<file path="config.mk">
export PLATFORM = sky130hd
export DESIGN_NAME = seven_segment_frame_builder_unit
export DESIGN_NICKNAME = d
export VERILOG_FILES = /design/src/rtl/ssfb_pkg.sv /design/src/rtl/ssfb_front.sv /design/src/rtl/ssfb_queue.sv /design/src/rtl/ssfb_back.sv /design/src/rtl/seven_segment_frame_builder_unit.sv
export SDC_FILE = /design/constraint.sdc
export NUM_CORES = 1
export LEC_CHECK = 0
export ABC_AREA = 1
export BUFFER_PORTS_ARGS = -buffer_cell sky130_fd_sc_hd__buf_2
export CAP_MARGIN = 0
export CORE_MARGIN = 2
export CORE_UTILIZATION = 58
export DETAILED_ROUTE_END_ITERATION = 8
export PLACE_DENSITY_LB_ADDON = 0.2
export SLEW_MARGIN = 5
export SYNTH_ARGS = -nofsm -noshare
export SYNTH_HDL_FRONTEND = slang
export SYNTH_SLANG_ARGS = --single-unit
</file>
<file path="constraint.sdc">
create_clock -name clk_i -period 5.7 [get_ports clk_i]
set_input_delay 1.14 -clock clk_i [delete_from_list [all_inputs] [get_ports clk_i]]
set_output_delay 1.14 -clock clk_i [all_outputs]
set_load 0.01 [all_outputs]
</file>
<file path="src/rtl/ssfb_pkg.sv">
// Package for the seven-segment frame builder: transaction types, command byte
// constants, the segment table and the byte slot codes.
// No dependencies.
package ssfb_pkg;

  localparam int unsigned NumDigits = 4;
  localparam logic [15:0] RecipTen  = 16'hCCCD;
  localparam int unsigned RecipShift = 19;

  localparam logic [7:0] CmdModeAutoInc = 8'h40;
  localparam logic [7:0] CmdAddrFirst   = 8'hC0;
  localparam logic [7:0] CmdDisplayOff  = 8'h80;
  localparam logic [7:0] CmdCtrlBase    = 8'h87;
  localparam logic [3:0] MaxLevel       = 4'd8;

  typedef struct packed {
    logic [15:0] value;
    logic [3:0]  brightness;
  } in_item_t;

  typedef struct packed {
    logic [7:0] command_byte;
    logic       frame_start;
    logic       frame_end;
    logic       last;
  } out_item_t;

  // One classified request: four decimal digits, thousands in the top nibble.
  typedef struct packed {
    logic [15:0] digits;
    logic [7:0]  ctrl;
  } entry_t;

  typedef enum logic [3:0] {
    SlotMode  = 4'd0,
    SlotAddr  = 4'd1,
    SlotDig3  = 4'd2,
    SlotDig2  = 4'd3,
    SlotDig1  = 4'd4,
    SlotDig0  = 4'd5,
    SlotPadA  = 4'd6,
    SlotPadB  = 4'd7,
    SlotCtrl  = 4'd8
  } slot_e;

  function automatic logic [7:0] seg_code(input logic [3:0] digit);
    logic [7:0] code;
    case (digit)
      4'd0: code = 8'h3F;
      4'd1: code = 8'h06;
      4'd2: code = 8'h5B;
      4'd3: code = 8'h4F;
      4'd4: code = 8'h66;
      4'd5: code = 8'h6D;
      4'd6: code = 8'h7D;
      4'd7: code = 8'h07;
      4'd8: code = 8'h7F;
      4'd9: code = 8'h6F;
      default: code = 8'h3F;
    endcase
    return code;
  endfunction

endpackage

</file>
<file path="src/rtl/ssfb_front.sv">
// Front end of the frame builder: accepts a request, splits the value into
// four decimal digits one per cycle and computes the control byte.
// Depends on ssfb_pkg.
module ssfb_front (
  input  logic              clk_i,
  input  logic              rst_ni,
  input  logic              push,
  output logic              full,
  input  ssfb_pkg::in_item_t item_i,
  output logic              q_push_o,
  input  logic              q_full_i,
  output ssfb_pkg::entry_t  q_data_o
);
  import ssfb_pkg::*;

  logic        busy_q, busy_d;
  logic [2:0]  cnt_q, cnt_d;
  logic [15:0] val_q, val_d;
  logic [15:0] dig_q, dig_d;
  logic [7:0]  ctrl_q, ctrl_d;
  logic [31:0] prod;
  logic [12:0] quot;
  logic [16:0] quot_ten;
  logic [15:0] rem_full;
  logic [3:0]  level;
  logic        accept;
  logic        done;

  assign prod     = 32'(val_q) * 32'(RecipTen);
  assign quot     = prod[31:RecipShift];
  assign quot_ten = {1'b0, quot, 3'b000} + {3'b000, quot, 1'b0};
  assign rem_full = val_q - quot_ten[15:0];
  assign level    = (item_i.brightness > MaxLevel) ? MaxLevel : item_i.brightness;

  assign accept   = push && !busy_q;
  assign done     = busy_q && (cnt_q == 3'(NumDigits));
  assign q_push_o = done && !q_full_i;
  assign full     = busy_q;
  assign q_data_o = '{digits: dig_q, ctrl: ctrl_q};

  always_comb begin
    busy_d = busy_q;
    cnt_d  = cnt_q;
    val_d  = val_q;
    dig_d  = dig_q;
    ctrl_d = ctrl_q;
    if (accept) begin
      busy_d = 1'b1;
      cnt_d  = '0;
      val_d  = item_i.value;
      ctrl_d = (level == 4'd0) ? CmdDisplayOff : (CmdCtrlBase + 8'(level));
    end else if (busy_q && !done) begin
      cnt_d = cnt_q + 3'd1;
      val_d = {3'b000, quot};
      dig_d = {rem_full[3:0], dig_q[15:4]};
    end else if (q_push_o) begin
      busy_d = 1'b0;
    end
  end

  always_ff @(posedge clk_i or negedge rst_ni) begin
    if (!rst_ni) begin
      busy_q <= 1'b0;
      cnt_q  <= '0;
    end else begin
      busy_q <= busy_d;
      cnt_q  <= cnt_d;
    end
  end

  always_ff @(posedge clk_i) begin
    val_q  <= val_d;
    dig_q  <= dig_d;
    ctrl_q <= ctrl_d;
  end

endmodule

</file>
<file path="src/rtl/ssfb_queue.sv">
// Short queue of classified requests between the front and back ends.
// Depends on ssfb_pkg.
module ssfb_queue #(
  parameter int unsigned Depth = 2
) (
  input  logic             clk_i,
  input  logic             rst_ni,
  input  logic             push_i,
  output logic             full_o,
  input  ssfb_pkg::entry_t data_i,
  input  logic             pop_i,
  output logic             empty_o,
  output ssfb_pkg::entry_t data_o
);
  import ssfb_pkg::*;

  localparam int unsigned PtrW = $clog2(Depth);
  localparam int unsigned CntW = $clog2(Depth + 1);

  entry_t            mem_q [Depth];
  logic [PtrW-1:0]   wr_ptr_q, wr_ptr_d;
  logic [PtrW-1:0]   rd_ptr_q, rd_ptr_d;
  logic [CntW-1:0]   count_q, count_d;
  logic              do_push;
  logic              do_pop;

  assign full_o  = (count_q == CntW'(Depth));
  assign empty_o = (count_q == '0);
  assign do_push = push_i && !full_o;
  assign do_pop  = pop_i && !empty_o;
  assign data_o  = mem_q[rd_ptr_q];

  always_comb begin
    wr_ptr_d = wr_ptr_q;
    rd_ptr_d = rd_ptr_q;
    count_d  = count_q;
    if (do_push) begin
      wr_ptr_d = (wr_ptr_q == PtrW'(Depth - 1)) ? '0 : wr_ptr_q + PtrW'(1);
    end
    if (do_pop) begin
      rd_ptr_d = (rd_ptr_q == PtrW'(Depth - 1)) ? '0 : rd_ptr_q + PtrW'(1);
    end
    if (do_push && !do_pop) begin
      count_d = count_q + CntW'(1);
    end else if (do_pop && !do_push) begin
      count_d = count_q - CntW'(1);
    end
  end

  always_ff @(posedge clk_i or negedge rst_ni) begin
    if (!rst_ni) begin
      wr_ptr_q <= '0;
      rd_ptr_q <= '0;
      count_q  <= '0;
    end else begin
      wr_ptr_q <= wr_ptr_d;
      rd_ptr_q <= rd_ptr_d;
      count_q  <= count_d;
    end
  end

  always_ff @(posedge clk_i) begin
    if (do_push) begin
      mem_q[wr_ptr_q] <= data_i;
    end
  end

endmodule

</file>
<file path="src/rtl/ssfb_back.sv">
// Back end of the frame builder: walks the nine byte slots of the head request
// and loads each command byte into the result register.
// Depends on ssfb_pkg.
module ssfb_back (
  input  logic                clk_i,
  input  logic                rst_ni,
  input  logic                q_empty_i,
  input  ssfb_pkg::entry_t    q_data_i,
  output logic                q_pop_o,
  output logic                empty,
  input  logic                pop,
  output ssfb_pkg::out_item_t result_o
);
  import ssfb_pkg::*;

  slot_e     slot_q, slot_d;
  logic      valid_q, valid_d;
  out_item_t res_q, res_d;
  logic      load;

  assign load     = !q_empty_i && (!valid_q || pop);
  assign q_pop_o  = load && (slot_q == SlotCtrl);
  assign empty    = !valid_q;
  assign result_o = res_q;

  always_comb begin
    res_d   = '{command_byte: 8'h00, frame_start: 1'b0, frame_end: 1'b0, last: 1'b0};
    slot_d  = slot_q;
    valid_d = valid_q;
    case (slot_q)
      SlotMode: begin
        res_d.command_byte = CmdModeAutoInc;
        res_d.frame_start  = 1'b1;
        res_d.frame_end    = 1'b1;
      end
      SlotAddr: begin
        res_d.command_byte = CmdAddrFirst;
        res_d.frame_start  = 1'b1;
      end
      SlotDig3: res_d.command_byte = seg_code(q_data_i.digits[15:12]);
      SlotDig2: res_d.command_byte = seg_code(q_data_i.digits[11:8]);
      SlotDig1: res_d.command_byte = seg_code(q_data_i.digits[7:4]);
      SlotDig0: res_d.command_byte = seg_code(q_data_i.digits[3:0]);
      SlotPadA: res_d.command_byte = seg_code(4'd0);
      SlotPadB: begin
        res_d.command_byte = seg_code(4'd0);
        res_d.frame_end    = 1'b1;
      end
      SlotCtrl: begin
        res_d.command_byte = q_data_i.ctrl;
        res_d.frame_start  = 1'b1;
        res_d.frame_end    = 1'b1;
        res_d.last         = 1'b1;
      end
      default: res_d.command_byte = 8'h00;
    endcase
    if (load) begin
      valid_d = 1'b1;
      slot_d  = (slot_q == SlotCtrl) ? SlotMode : slot_e'(slot_q + 4'd1);
    end else if (pop) begin
      valid_d = 1'b0;
    end
  end

  always_ff @(posedge clk_i or negedge rst_ni) begin
    if (!rst_ni) begin
      slot_q  <= SlotMode;
      valid_q <= 1'b0;
    end else begin
      slot_q  <= slot_d;
      valid_q <= valid_d;
    end
  end

  always_ff @(posedge clk_i) begin
    if (load) begin
      res_q <= res_d;
    end
  end

endmodule

</file>
<file path="src/rtl/seven_segment_frame_builder_unit.sv">
// Top level of the seven-segment frame builder: front end, request queue and
// back end. Depends on ssfb_pkg, ssfb_front, ssfb_queue and ssfb_back.
//
//   Channel   Handshake        Payload    Accepted when
//   request   push / full      item_i     push high, full low
//   result    empty / pop      result_o   pop high, empty low
//
// Every request yields nine result transactions, one per cycle while pop is
// held, so the sustained rate is set by the back end.
// After each request the front end holds full through the extraction of the
// four digits (one digit per cycle through a reciprocal multiplier) and the
// push into the queue, and longer while the queue is full.
// Reset clears all control state; the queue starts empty and empty is high.
// A stalled result holds on result_o; the front end keeps accepting until the
// queue fills.
module seven_segment_frame_builder_unit #(
  parameter int unsigned QueueDepth = 2
) (
  input  logic                clk_i,
  input  logic                rst_ni,
  input  logic                push,
  output logic                full,
  input  ssfb_pkg::in_item_t  item_i,
  output logic                empty,
  input  logic                pop,
  output ssfb_pkg::out_item_t result_o
);
  import ssfb_pkg::*;

  entry_t f_data;
  entry_t b_data;
  logic   f_push;
  logic   q_full;
  logic   q_empty;
  logic   b_pop;

  ssfb_front u_front (
    .clk_i    (clk_i),
    .rst_ni   (rst_ni),
    .push     (push),
    .full     (full),
    .item_i   (item_i),
    .q_push_o (f_push),
    .q_full_i (q_full),
    .q_data_o (f_data)
  );

  ssfb_queue #(
    .Depth (QueueDepth)
  ) u_queue (
    .clk_i   (clk_i),
    .rst_ni  (rst_ni),
    .push_i  (f_push),
    .full_o  (q_full),
    .data_i  (f_data),
    .pop_i   (b_pop),
    .empty_o (q_empty),
    .data_o  (b_data)
  );

  ssfb_back u_back (
    .clk_i     (clk_i),
    .rst_ni    (rst_ni),
    .q_empty_i (q_empty),
    .q_data_i  (b_data),
    .q_pop_o   (b_pop),
    .empty     (empty),
    .pop       (pop),
    .result_o  (result_o)
  );

endmodule

</file>
; ---- Word level (Yosys, flattened, before mapping)
; Memories as Yosys holds them, arrays and structs flattened.
; Index checks and enable logic that the tools add are counted.
[totals]
rom_bits = 448
memories = 5
mem_bits_rw = 48
latch_bits = 0
output_inout_bits = 13
register_bits = 64
elab_cells = 93
inputBits = 24
[classes]
n_eq_ne = 11
muxes = 21
reduce_logical = 30
n_shift = 0
n_addsub = 9
order_cmp = 1
n_mul = 1
bitwise = 1
div = 0
[mem_list]
columns = name, words, width, read_ports, rd_clocked_by_memory_dff, wr, line
row1 = (no name shown), 16, 7, 1, 0, 0, ssfb_pkg.sv:48  ; case (digit)
row2 = (no name shown), 16, 7, 1, 0, 0, ssfb_pkg.sv:48
row3 = (no name shown), 16, 7, 1, 0, 0, ssfb_pkg.sv:48
row4 = (no name shown), 16, 7, 1, 0, 0, ssfb_pkg.sv:48
row5 = u_queue.mem_q, 2, 24, 1, 0, 1, ssfb_queue.sv:20  ; entry_t mem_q [Depth];
[op_table]
columns = operator, count
row1 = $pmux W8 S8, 1
row2 = $mul A16 B16 Y32 const B, 1
row3 = $mux W16, 2
row4 = $eq A4 B3 Y1 const B, 4
row5 = $mux W1, 12
row6 = $logic_and A1 B1 Y1, 10
row7 = $add A8 B4 Y8 const A, 1
row8 = $eq A4 B2 Y1 const B, 2
row9 = $logic_not A4 Y1, 2
row10 = $mux W4, 2
row11 = $reduce_bool A2 Y1, 4
row12 = $logic_not A1 Y1, 7
row13 = $mux W3, 2
row14 = $reduce_or A3 Y1, 2
row15 = $add A4 B1 Y4 const B, 1
row16 = $add A4 B4 Y4, 1
row17 = $eq A4 B1 Y1 const B, 1
row18 = $eq A4 B4 Y1 const B, 1
row19 = $gt A4 B4 Y1 const B, 1
row20 = $mux W2, 2
row21 = $reduce_and A2 Y1, 2
row22 = $sub A4 B4 Y4, 1
row23 = $add A3 B1 Y3 const B, 1
row24 = $eq A3 B3 Y1 const B, 1
row25 = 9 further kinds, 10

; ---- Depth between registers and ports, before layout
[depth]
word_depth = 8
mapped_depth = 30

; ---- Modules after synthesis
; A second synthesis with hierarchy kept.
[unflattened]
hier_cells = 1195
hier_area_um2 = 10470.0
[modules_own_cells]
columns = mod, cells_each, area_each_um2, n_inst
row1 = ssfb_front, 792, 6881.6, 1
row2 = ssfb_queue, 157, 1985.7, 1
row3 = ssfb_back, 246, 1602.8, 1

; ---- Worst setup path before layout
; OpenSTA, ideal clock, no wires.
[synth_path]
kind = register -> register
startpoint = register u_front.val_q[6]
endpoint = register u_front.dig_q[15] (data pin)
setup_slack_ps = 204
setup_ps = 249
arrival_time_ps = 5247
period_less_slack_ps = 5496
path_stages_with_launch = 26
path_cell_list = edfxtp_1 > ha_1 > inv_1 > fa_1 > inv_1 > fa_1 > fa_1 > fa_1 > inv_1 > fa_1 > inv_1 > ha_1 > nand2_1 > nand2_1 > a31oi_1 > nand2_1 > inv_1 > nand3b_1 > and2_1 > ha_1 > xnor2_1 > nand3_1 > nand2_1 > nand2_1 > nand2_1 > inv_1
[synth_between]
elab_chain_len = 3
[synth_lines]
columns = item, line
row1 = "start, declared", ssfb_front.sv:18  ; logic [15:0] val_q, val_d;
row2 = "start signal, assigned", ssfb_front.sv:72  ; val_q <= val_d;
row3 = $mul A16 B16 Y32, ssfb_front.sv:29  ; assign prod = 32'(val_q) * 32'(RecipTen);
row4 = $add A4 B4 Y4, ssfb_front.sv:31  ; assign quot_ten = {1'b0, quot, 3'b000} + {3'b000, quot, 1'b0};
row5 = $sub A4 B4 Y4, ssfb_front.sv:32  ; assign rem_full = val_q - quot_ten[15:0];
row6 = via u_front.rem_full[3], ssfb_front.sv:24  ; logic [15:0] rem_full;
row7 = "end signal, assigned", ssfb_front.sv:73  ; dig_q <= dig_d;
row8 = "end, declared", ssfb_front.sv:19  ; logic [15:0] dig_q, dig_d;
; The timed path passes the listed nets, and every way through them passes these cells.
; A chain may end at the register's enable or synchronous reset.

; ---- Worst setup path in the final report
[layout_path]
startpoint = register u_front.val_q[3]
endpoint = register u_front.dig_q[15] (data pin)
[layout_between]
elab_chain_len = 3
[layout_lines]
columns = item, line
row1 = $mul A16 B16 Y32, ssfb_front.sv:29
row2 = $add A4 B4 Y4, ssfb_front.sv:31
row3 = $sub A4 B4 Y4 (*), ssfb_front.sv:32
row4 = via u_front.rem_full[3], ssfb_front.sv:24
; The timed path passes the listed nets; every way through them passes the cells marked *.

==> flow_summary.rst <==
.. list-table::
   :header-rows: 1

   * - Metric
     - Value
   * - Area overhead of the layout relative to synthesis
     - 12.3%
   * - N_diodes
     - 0
   * - Minimum clock period
     - 5590 ps
   * - Signal arrival time at the worst endpoint
     - 5720 ps
   * - Grt total ovfl
     - 0
   * - Routability-driven placement congestion ratio
     - 1.02
   * - Maximum clock path buffer count
     - 2
   * - Number of antenna violations at the first check in global routing
     - 0
   * - Number of failing setup endpoints in the final timing report
     - 0
   * - Number of sinks handled by clock tree synthesis
     - 103
   * - Number of detailed-routing iterations run before antenna repair
     - 5
   * - TritonCTS buffer count
     - 9
   * - Synthesized area divided by synthesized cell count
     - 9.18 um2
   * - # fillers
     - 1410
   * - WL per Instance
     - 17.3 um
   * - Post-route ant nets
     - 0
   * - Biggest area contributors in the synthesized netlist
     - edfxtp_1 (27%), ha_1 (20%), fa_1 (16%)
   * - Post-synth net total
     - 1365
   * - Vias
     - 7651
   * - Initial cell density of the core
     - 0.588
   * - Worst min-delay path category
     - register to register
   * - Outcome
     - completed
   * - Largest net degree at the start of global routing
     - 33
   * - Crit path capture type
     - register
   * - Global-route wire length before repair
     - 39000 um
   * - Critical setup path kind
     - register to register
   * - Largest area contributor in the netlist
     - edfxtp_1
   * - Ys async rst share
     - 0.126
   * - Number of H-tree levels
     - 3
   * - Chip width
     - 136 um
   * - Sequential fraction of the synthesis area
     - 0.300
   * - I/O Pins
     - 37
   * - Share of the synthesized area in the top cell type
     - 0.268
   * - Actual slew at the worst max-slew pin
     - 1150 ps
   * - Worst Path Required
     - 5830 ps
   * - Number of global-route vias before repair
     - 7517
   * - Final Slew Violations
     - 0
   * - Max-Slew Margin vs Limit
     - 0.231
   * - Number of vias per cell after detailed routing
     - 5.42
   * - Warnings from Yosys
     - 0
   * - CTS Hold Buffers Added
     - 0
   * - Critical path peak fanout
     - 4
   * - Cell count after synthesis
     - 1099
   * - Final Hold Viols
     - 0
   * - Count of nets after finishing
     - 1447
   * - Library cell used as clock root buffer
     - clkbuf_16
   * - Number of max-cap violations
     - 0
   * - #FFs+latches synth
     - 103
   * - Die height
     - 136 um
   * - Area inside the core boundary
     - 17200 um2
   * - Unique cell type count in the Yosys netlist
     - 49
   * - HPWL after detailed placement
     - 19600 um
   * - Top FF cell, synth
     - edfxtp_1
   * - Total routed wirelength
     - 24400 um
   * - Maximum operating frequency
     - 179 MHz
   * - Setup repair after global routing missed its margin
     - true
   * - Worst clock skew
     - 12.3 ps
   * - Port Buffer Count
     - 36
   * - CTS tree
     - built
   * - DRC violations left
     - 0
   * - Nature of the critical path startpoint
     - register
   * - Clk pin slew, worst setup/hold paths
     - 80 ps
   * - Global-route usage over all layers
     - 0.278
   * - Total Die Area
     - 18500 um2
   * - Cell Area, Synth
     - 10100 um2
   * - Clock latency on the worst-skew pair
     - 360 ps
   * - Final Instance Count excl. Fillers
     - 1411
   * - EDFF count, synth
     - 90
   * - Placed cell count
     - 1384
   * - Placement row count
     - 48
   * - Final period utilization
     - 0.981
   * - Iteration-0 DRC Markers
     - 730
   * - Layout cells sized above 1
     - 0.128
routing by layer:
layer / global-route usage / wire length [um]
met4: 0.0579 / 397
met2: 0.439 / 11100
met1: 0.404 / 10900
met5: 0 / 0
met3: 0.0511 / 1990
cells in the final DEF (no fill, tap or decap), drive strengths merged, types with 38 or more instances in the layout:
master,n
inv,273
nand2,175
ha,162
edfxtp,90
fa,80
nor2,77
buf,77
o21ai,55
nand3,51
a21oi,38
worst max-delay path: stages (launching register included):
cell and delay [ps]:
edfxtp_1 510, ha_4 320, inv_1 50, fa_1 510, inv_1 50, fa_1 480, fa_1 500, fa_1 500
inv_1 50, fa_1 550, inv_1 70, ha_4 260, nand2_1 90, nand2_2 80, a31oi_4 170, nand2_1 100
inv_2 60, nand3b_1 110, and2_1 190, ha_2 180, xnor2_2 140, inv_1 60, nand3_1 90, nand2_1 80
nand2_1 50, nand2_1 50, inv_1 40
repair_timing:
item                                    4_1_cts  5_1_grt
pin swaps                                     2       25
endpoints found under the setup margin        1        5
buffers inserted                              3        8
endpoints found under the hold margin         0        0
resized for setup                             4       27
cells by family (layout without fill, tap and decap cells):
kind of cell	after synthesis	in the layout	synth area share
buf+inv	276	363	0.107
fa+ha+maj	242	242	0.360
simple gates	337	337	0.142
compound gates	121	121	0.0730
mux	5	5	0.00595
flops	103	103	0.300
xor+xnor	15	15	0.0130
cells in the mapped netlist (2+ instances only):
cell type	instances
inv_1	266
nand2_1	172
ha_1	162
edfxtp_1	90
fa_1	80
nor2_1	75
nand3_1	51
o21ai_0	40
a21oi_1	36
dfrtp_1	13
nor3_1	11
xor2_1	10
nand4_1	9
o21ai_1	9
nand3b_1	8
a21o_1	6
o21ai_2	6
xnor2_1	5
mux2_2	4
buf_6	3
inv_2	3
nand2_2	3
o31ai_1	3
a31oi_1	2
and3_1	2
o211ai_1	2
o21a_1	2
o21a_4	2
o21bai_1	2
o311ai_1	2
or2_2	2
state kept, by name, summed over array words and instances (netlist names):
signal / flops
u_back.result_o: 11
u_back.slot_q: 4
u_back.valid_q: 1
u_front.cnt_q: 3
u_front.ctrl_q: 5
u_front.dig_q: 16
u_front.full: 1
u_front.val_q: 16
u_queue.count_q: 2
u_queue.mem_q: 42
u_queue.rd_ptr_q: 1
u_queue.wr_ptr_q: 1
worst paths after layout:
check                                                start                       endpoint  slack, ps  cells after the start
hold reg to reg            u_front.ctrl_q[0]$_SDFFCE_PN0P_  u_queue.mem_q[1][0]$_DFFE_PP_        450                      0
setup reg to reg                u_front.val_q[3]$_DFFE_PP_    u_front.dig_q[15]$_DFFE_PP_        110                     26
max in group asynchronous                           rst_ni   u_front.cnt_q[2]$_DFFE_PN0P_       4800                      1
hold / removal             u_front.ctrl_q[0]$_SDFFCE_PN0P_  u_queue.mem_q[1][0]$_DFFE_PP_        450                      0
min in group asynchronous                           rst_ni   u_front.cnt_q[0]$_DFFE_PN0P_        660                      1
setup / recovery                u_front.val_q[3]$_DFFE_PP_    u_front.dig_q[15]$_DFFE_PP_        110                     26
area by class of cell:
type                       count  area (um2)  area share
multi-input combinational    720        6210       0.548
sequential                   103        3030       0.267
inverter                     270        1010      0.0894
timing repair buffer          77         488      0.0431
tap                          225         282      0.0248
clock buffer                  11         264      0.0233
clock inverter                 5        51.3     0.00453
per-stage QoR:
| step | utilization | setup TNS [ps] | area [um2] | hold slack (ps) | setup WS (ps) |
|---|---|---|---|---|---|
| global placement | 0.624 | 0 | 10700 | 423 | 60.3 |
| detailed placement | 0.624 | -70.6 | 10700 | 431 | -70.6 |
| global route | 0.660 | -174 | 11300 | 468 | -91.5 |
| CTS | 0.646 | 0 | 11100 | 448 | 15.8 |
| floorplan | - | 0 | 10100 | 421 | 204 |
| finish | 0.660 | 0 | 11300 | 450 | 109 |
Power is left out: the tool's default activity adds up to more than one toggle a clock period on the data nets, which glitch-free logic cannot reach.
